## config.mk

```make
export PLATFORM = sky130hd
export DESIGN_NAME = tpb_divider
export DESIGN_NICKNAME = d
export VERILOG_FILES = /design/src/sv/tpb_divider.sv
export SDC_FILE = /design/constraint.sdc
export NUM_CORES = 1
export LEC_CHECK = 0
export ABC_AREA = 1
export BUFFER_PORTS_ARGS = -buffer_cell sky130_fd_sc_hd__buf_2
export CAP_MARGIN = 20
export CORE_ASPECT_RATIO = 0.8
export CORE_UTILIZATION = 59
export DETAILED_ROUTE_END_ITERATION = 12
export HOLD_SLACK_MARGIN = 0.06
export PLACE_DENSITY = 0.83
export SYNTH_ARGS = -nofsm -noshare
export SYNTH_HDL_FRONTEND = slang
export SYNTH_SLANG_ARGS = --single-unit
```

## constraint.sdc

```tcl
create_clock -name clk -period 3.3 [get_ports clk]
set_input_delay 0.495 -clock clk [delete_from_list [all_inputs] [get_ports clk]]
set_output_delay 0.495 -clock clk [all_outputs]
set_load 0.01 [all_outputs]
```

## src/sv/tpb_divider.sv

```systemverilog
// Restoring divider, one quotient bit per cycle, truncating signed quotient.
// Self-contained; no package dependencies.
`timescale 1ns / 1ps
module tpb_divider (
  input  logic               clk,
  input  logic               rst_n,
  input  logic               start,
  input  logic signed [63:0] dividend,
  input  logic        [15:0] divisor,
  output logic               done,
  output logic signed [63:0] quotient
);
  logic [63:0] q_r, q_nxt;
  logic [15:0] rem_r, rem_nxt;
  logic [6:0]  cnt_r, cnt_nxt;
  logic        neg_r, neg_nxt, busy_r, busy_nxt, done_r, done_nxt;
  logic [16:0] trial;

  always_comb begin
    q_nxt = q_r; rem_nxt = rem_r; cnt_nxt = cnt_r; neg_nxt = neg_r;
    busy_nxt = busy_r; done_nxt = 1'b0;
    trial = {rem_r, q_r[63]};
    if (start) begin
      neg_nxt = dividend[63];
      q_nxt = dividend[63] ? 64'(-dividend) : 64'(dividend);
      rem_nxt = '0; cnt_nxt = '0; busy_nxt = 1'b1;
    end else if (busy_r) begin
      if (trial >= {1'b0, divisor}) begin
        rem_nxt = 16'(trial - {1'b0, divisor});
        q_nxt = {q_r[62:0], 1'b1};
      end else begin
        rem_nxt = trial[15:0];
        q_nxt = {q_r[62:0], 1'b0};
      end
      cnt_nxt = cnt_r + 7'd1;
      if (cnt_r == 7'd63) begin
        busy_nxt = 1'b0; done_nxt = 1'b1;
      end
    end
  end

  always_ff @(posedge clk) begin
    if (!rst_n) begin
      busy_r <= 1'b0; done_r <= 1'b0; cnt_r <= '0;
    end else begin
      busy_r <= busy_nxt; done_r <= done_nxt; cnt_r <= cnt_nxt;
    end
    q_r <= q_nxt; rem_r <= rem_nxt; neg_r <= neg_nxt;
  end

  assign done = done_r;
  assign quotient = neg_r ? -$signed(q_r) : $signed(q_r);
endmodule

```

==> key figures, run 1 <==
Route
  • Drt pass-1 iters: 5
  • Residual DRC: 0
  • Post-DR vias/cell: ~5.6
  • Vias: ~11000
  • Final WL: a little over 30000 um
  • Routed WL per cell: between 15 and 20 um
  • Antenna-violating nets left: 0
  • Iteration-0 DRC Markers: roughly 1400

Critical path
  • CP Class: flip-flop to primary output
  • CP Max Fanout: 6
  • Crit. End Element: primary output
  • R2R Path End: rem_r[14]$_SDFFE_PP0P_
  • CP Data Required Time: about 2.8 ns
  • R2R setup slack: between 1 and 1.5 ns
  • R2R depth: 9
  • Reg-to-reg critical path startpoint: rem_r[11]$_SDFFE_PP0P_
  • CP arrival: between 2 and 2.5 ns
  • Startpoint types: flip-flop

STA
  • Final Skew: ~0.014 ns
  • Tmin final: just under 3 ns
  • Slew Limit Fails: 0
  • Setup-failing EPs final: 0
  • Hold Fails Final Rpt: 0
  • Relative slew slack: between 40% and 50%
  • Worst setup margin: about 0.32 ns
  • Slew @ Worst Pin: between 0.8 and 0.9 ns
  • Unrepaired setup endpoints after global routing: no
  • Final worst path period share: 90.2%
  • Maximum operating frequency: 336 MHz
  • Setup TNS: 0 ns

Floorplanning
  • DIE WIDTH: ~140 um
  • Initial Utilization: between 60 and 70%
  • Die area: 16200 sq um
  • Row cnt: 40
  • Die span in y: roughly 110 um
  • I/O pin count: 148
  • Core area: approximately 15000 sq um

Clock tree
  • Worst-Skew Late Latency: between 0.3 and 0.4 ns
  • Clock tree buffer depth: 2
  • Total setup buffers inserted after CTS: 0
  • CTS tree: yes
  • Post-CTS sizing: 0
  • CTS root buf: clkbuf_16
  • CTS Buf Count: 9
  • Htree depth: 3
  • CTS Hold Bufs: 0
  • CTS clk-pin slew, worst paths: about 0.070 ns
  • CTS Sinks: 90

Placement
  • Post-Place Setup Slack: about 0.76 ns
  • GP Congestion: between 1 and 1.5
  • DP HPWL: between 20000 and 25000 um
  • I/O Buffers: ~150
  • Placed Cells: 1910

Power
  • Int Power: between 2000 and 2500 uW
  • Net Sw Power: about 1400 uW
  • Power share of the sequential group: around 40%
  • Comb power frac: a little under a third
  • Power per standard cell area: roughly 350 nW/um^2
  • Leakage: about 0.0050 uW
  • Switching share of power: between 30% and 40%
  • Overall power: between 3000 and 4000 uW
  • Max VDD drop: between 0.3 and 0.4 mV
  • Clock power frac: about 30%

Synthesis
  • Post-Syn Instances: 1582
  • Mapped cell area: just over 9000 sq um
  • Number of flops mapped to enable cells by yosys: 65
  • Synth top area share: 22.9%
  • FF+latch count, synth: 90
  • Synth cell types: 39
  • Syn_area_per_cell: a little under 6 sq um
  • Area leader, netlist: nand2_1
  • Sequential element share of the synthesized area: 26.5%
  • Most used DFF post-synth: edfxtp_1
  • Synth Net Count: between 1500 and 2000
  • Post-synth ARST share: 0%
  • Synth top area cells: nand2_1 (23%), edfxtp_1 (21%), nor2_1 (11%)
  • YS warnings: 0

Cells and area
  • N_diodes: 0
  • Final Instance Count excl. Fillers: 1926
  • Fillers: around 1400
  • Area delta synth->final: 13.1%
  • Share of layout cells above drive strength 1: between 10% and 20%
  • Layout Nets: 1814

Status
  • Outcome: finished, final reports clean

GRT
  • First-pass GRT wire length: between 40000 and 50000 um
  • Initial antenna violation count: 0
  • Total GRT Usage: about two fifths
  • Vias in the first global route: between 9000 and 10000
  • Total grt overflow: 0
  • Largest net degree at the start of global routing: approximately 60

Hold path
  • Hold Crit Class: primary input to flip-flop
  • Worst Hold End: busy_r$_SDFF_PN0_
  • WHS Path Cells: 3
  • Hold wc startpoint: rst_n

Run
  • Max-Cap Viols: 0
cells in the mapped netlist, types with 4 or more instances:
cell type and instances:
a21oi_1 18, buf_1 6, buf_2 6, clkbuf_1 22, dfxtp_1 25, edfxtp_1 65
ha_1 19, inv_1 175, nand2_1 565, nand2_2 6, nand3_1 146, nand3_2 4
nand3b_1 9, nand4_1 23, nor2_1 269, nor2_2 6, nor3_1 20, o21ai_0 82
o21ai_2 4, xnor2_1 32, xor2_1 46
through the flow:
step           cell area, sq um  util [%]  hold slack (ns)
5_1_grt                   10500      69.1            0.397
4_1_cts                   10500      69.1            0.382
3_3_place_gp              10200      67.0            0.460
6_report                  10500      69.1            0.387
3_5_place_dp              10200      67.0            0.466
2_1_floorplan              9260         -            0.440
power by group through the flow:
| stage | combinational, uW | clock (uW) | sequential [uW] |
|---|---|---|---|
| 2_1_floorplan | 686 | 0 | 1430 |
| 3_3_place_gp | 1070 | 0 | 1480 |
| 3_5_place_dp | 1080 | 0 | 1490 |
| 4_1_cts | 1090 | 1090 | 1470 |
| 5_1_grt | 1230 | 1130 | 1490 |
| 6_report | 1120 | 1090 | 1480 |
cells by family after synthesis:
| logic type | count (synthesis) | share of synthesized area (%) |
|---|---|---|
| AOI/OAI and AO/OA | 117 | 6.75 |
| adders and majority gates | 20 | 2.78 |
| xor gates and xnor gates | 78 | 7.38 |
| DFF | 90 | 26.5 |
| and+or+nand+nor | 1062 | 47.6 |
| buffers and inverters | 215 | 8.99 |
worst max path at each step:
stage,from,to,slack [ns],cells past startpoint
after floorplan,start,q_r[0]$_DFFE_PP_,0.73,3
after global placement,q_r[0]$_DFFE_PP_,quotient[22],0.86,10
after detailed placement,q_r[0]$_DFFE_PP_,quotient[22],0.76,10
final,q_r[0]$_DFFE_PP_,quotient[22],0.32,10
after CTS,q_r[0]$_DFFE_PP_,quotient[22],0.37,10
after global routing,q_r[0]$_DFFE_PP_,quotient[22],0.17,10
critical path, stage by stage, from the launching register on:
cell,delay (ns)
edfxtp_1,0.39
inv_1,0.14
ha_1,0.24
nand3_2,0.17
nor2_4,0.18
nand2_2,0.12
nor2_1,0.14
nand2_1,0.11
o21ai_2,0.22
xor2_1,0.24
buf_2,0.17
area by class of cell:
class | instances | area [sq um] | share of cell area, %
Tap cell | 210 | 263 | 2.51
Timing Repair Buffer | 155 | 808 | 7.72
Sequential cell | 90 | 2450 | 23.4
Clock inverter | 7 | 81.3 | 0.777
Inverter | 178 | 671 | 6.40
Clock buffer | 9 | 225 | 2.15
Multi-Input combinational cell | 1277 | 5970 | 57.0
metal layers:
layer / GRT usage (%) / up-vias / share of wire (%)
met5: 0 / - / 0
met4: 10.6 / 0 / 2.1
met3: 9.24 / 53 / 15
met2: 51.1 / 748 / 37
met1: 60.9 / 4749 / 46
li1: - / 5275 / -
layout by cell type (no fill, tap or decap), types with 6 or more instances in the layout:
cell type	instances
ha_1	19
buf_4	7
dfxtp_1	25
clkbuf_16	9
nand3_1	146
nand3b_1	9
nor2_2	6
nand2_1	565
edfxtp_1	65
a21oi_1	18
nand4_1	23
nor3_1	20
xor2_1	46
nand2_2	6
buf_2	147
o21ai_0	82
xnor2_1	32
inv_1	174
nor2_1	269
registers in the layout, summed over array words and instances, names as in the netlist:
name / flops
cnt_r: 7
neg_r: 1
done: 1
rem_r: 16
q_r: 64
busy_r: 1
(Power assumes the default switching activity.)
==> run 2, diff against run 1 <==
--- a/config.mk
+++ b/config.mk
@@ -9,10 +9,12 @@
 export BUFFER_PORTS_ARGS = -buffer_cell sky130_fd_sc_hd__buf_2
 export CAP_MARGIN = 20
 export CORE_ASPECT_RATIO = 0.8
-export CORE_UTILIZATION = 59
+export CORE_UTILIZATION = 60
+export CTS_BUF_LIST = sky130_fd_sc_hd__clkbuf_8
 export DETAILED_ROUTE_END_ITERATION = 12
 export HOLD_SLACK_MARGIN = 0.06
-export PLACE_DENSITY = 0.83
+export PLACE_DENSITY = 0.84
+export RECOVER_POWER = 50
 export SYNTH_ARGS = -nofsm -noshare
 export SYNTH_HDL_FRONTEND = slang
 export SYNTH_SLANG_ARGS = --single-unit
==> constraint.sdc (replaced) <==
create_clock -name clk -period 3.2 [get_ports clk]
set_input_delay 0.48 -clock clk [delete_from_list [all_inputs] [get_ports clk]]
set_output_delay 0.48 -clock clk [all_outputs]
set_load 0.01 [all_outputs]
==> key figures, run 2 (same netlist as run 1, synthesis figures left out) <==
Critical path
  • R2R setup slack: 0.62 ns (was 1.02 ns)
  • CP Max Fanout: 6 (unchanged)
  • CP Class: flip-flop to primary output (unchanged)
  • CP arrival: 2.55 ns (was 2.48 ns)
  • R2R depth: 4 (was 9)
  • Startpoint types: flip-flop (unchanged)
  • R2R Path End: q_r[39]$_DFFE_PP_ (was rem_r[14]$_SDFFE_PP0P_)
  • Reg-to-reg critical path startpoint: busy_r$_SDFF_PN0_ (was rem_r[11]$_SDFFE_PP0P_)
  • CP Data Required Time: 2.72 ns (was 2.80 ns)
  • Crit. End Element: primary output (unchanged)

Clock tree
  • Clock tree buffer depth: 2 (unchanged)
  • Htree depth: 3 (unchanged)
  • CTS tree: yes (unchanged)
  • CTS clk-pin slew, worst paths: 0.10 ns (was 0.07 ns)
  • CTS Sinks: 90 (unchanged)
  • CTS Hold Bufs: 0 (unchanged)
  • Total setup buffers inserted after CTS: 0 (unchanged)
  • CTS Buf Count: 9 (unchanged)
  • Post-CTS sizing: 0 (unchanged)
  • CTS root buf: clkbuf_8 (was clkbuf_16)
  • Worst-Skew Late Latency: 0.38 ns (was 0.35 ns)

Floorplanning
  • Die area: 15900 sq um (was 16200 sq um)
  • I/O pin count: 148 (unchanged)
  • Die span in y: 113 um (was 114 um)
  • Row cnt: 40 (unchanged)
  • Core area: 15100 sq um (was 15200 sq um)
  • Initial Utilization: 61.4% (was 61.0%)
  • DIE WIDTH: 141 um (was 142 um)

Route
  • Iteration-0 DRC Markers: 1637 (was 1397)
  • Residual DRC: 0 (unchanged)
  • Antenna-violating nets left: 0 (unchanged)
  • Drt pass-1 iters: 6 (was 5)
  • Routed WL per cell: 16.2 um (was 16.1 um)
  • Final WL: 31200 um (was 31000 um)
  • Vias: 10800 (about the same)
  • Post-DR vias/cell: 5.60 (was 5.62)

STA
  • Final worst path period share: about 95%
  • Final Skew: 0.0153 ns (was 0.0140 ns)
  • Slew Limit Fails: 110 (was 0)
  • Setup-failing EPs final: 0 (unchanged)
  • Hold Fails Final Rpt: 0 (unchanged)
  • Maximum operating frequency: roughly 330 MHz
  • Setup TNS: 0 ns (unchanged)
  • Unrepaired setup endpoints after global routing: no (unchanged)
  • Tmin final: ~3.0 ns
  • Relative slew slack: -20.8% (was 46.4%)
  • Slew @ Worst Pin: 1.81 ns (was 0.803 ns)

Cells and area
  • Area delta synth->final: 11.5% (was 13.1%)
  • Fin util: 68.5% (was 69.1%)
  • Largest Register: q_r (unchanged)
  • Max FFs per register: 64 (unchanged)
  • Most common cell after layout, fill and taps aside: nand2_1 (unchanged)
  • Largest regs: q_r x64, rem_r x16, cnt_r x7 (unchanged)
  • Fillers: 1450 (was 1430)
  • N_diodes: 0 (unchanged)
  • Share of layout cells above drive strength 1: 11.5% (was 11.8%)
  • Most frequent cells in the layout: nand2_1 (565), nor2_1 (269), inv_1 (176) (was nand2_1 (565), nor2_1 (269), inv_1 (174))
  • Layout Nets: 1814 (unchanged)

Placement
  • GP Congestion: 0.992 (was 1.02)
  • I/O Buffers: 147 (unchanged)
  • DP HPWL: 25200 um (was 24700 um)

Hold path
  • Hold wc startpoint: rst_n (unchanged)
  • WHS Path Cells: 3 (unchanged)
  • Hold Crit Class: primary input to flip-flop (unchanged)
  • Worst Hold End: busy_r$_SDFF_PN0_ (unchanged)

GRT
  • Total GRT Usage: 38.9% (was 38.7%)
  • First-pass GRT wire length: 47700 um (was 47500 um)
  • Initial antenna violation count: 0 (unchanged)
  • Vias in the first global route: 8930 (was 9034)
  • Largest net degree at the start of global routing: 65 (was 61)
  • Total grt overflow: 0 (unchanged)

Status
  • Outcome: finished, violations left (was finished, final reports clean)
  • Failing checks: capacitance limit, slew limit

Run
  • Max-Cap Viols: 2 (was 0)

Power
  • Power per standard cell area: 334 nW/um^2 (was 352 nW/um^2)
  • Max VDD drop: 0.213 mV (was 0.307 mV)
  • Leakage: 0.00489 uW (was 0.00496 uW)
-- run 2: changes by cell type in the layout (fill, tap and decap cells not counted), sizes merged --
cell	previous run	this run
inv	182	184
bufinv	1	0
clkbuf	9	19
buf	155	146
clkinvlp	1	0
clkinv	1	0
-- run 2: worst max-delay path by stage --
stage	start	endpoint	slack (ns)
6_report	q_r[0]$_DFFE_PP_	quotient[28]	0.17
3_3_place_gp	q_r[0]$_DFFE_PP_	quotient[28]	0.60
5_1_grt	q_r[1]$_DFFE_PP_	quotient[28]	0.006
4_1_cts	q_r[0]$_DFFE_PP_	quotient[28]	0.15
2_1_floorplan	start	q_r[0]$_DFFE_PP_	0.64
3_5_place_dp	q_r[0]$_DFFE_PP_	quotient[28]	0.59
-- run 2: final cells by class --
type                            count  area, sq um  share of cell area, %
Clock buffer                       10          138                   1.33
Clock inverter                      6         52.6                  0.509
Inverter                          178          671                   6.50
Multi-Input combinational cell   1277         5970                   57.8
Sequential cell                    90         2450                   23.8
Tap cell                          210          263                   2.55
Timing Repair Buffer              155          777                   7.53
-- run 2: power breakdown --
part | leakage, uW | internal [uW] | switching [uW]
clock network | 0.000102 | 321 | 456
logic | 0.00392 | 386 | 766
registers | 0.000867 | 1380 | 140
-- run 2: worst max-delay path: stages (launching register included) --
cell and delay, ns:
edfxtp_1 0.40, inv_1 0.15, ha_2 0.24, nand3_2 0.17, nor2_4 0.18, nand2_2 0.10
nor2_2 0.13, nand2_1 0.06, nand2_1 0.10, o21ai_1 0.13, xor2_1 0.29, buf_2 0.19
-- run 2: stage by stage --
stage	setup slack (ns)	total power (uW)	area, sq um	hold WS, ns	instances
floorplan	0.641	2190	9260	0.440	1582
global placement	0.603	2630	10200	0.455	1910
detailed placement	0.586	2650	10200	0.463	1910
CTS	0.146	3410	10400	0.342	1926
global route	0.00623	3610	10300	0.355	1926
finish	0.173	3450	10300	0.355	1926
-- run 2: per-layer routing --
metal / vias up / GRT usage (%) / wire [um]
met5: - / 0 / 0
met4: 0 / 6.52 / 391
met3: 40 / 8.38 / 4560
met2: 769 / 52.6 / 11800
met1: 4700 / 62.5 / 14400
li1: 5277 / - / -
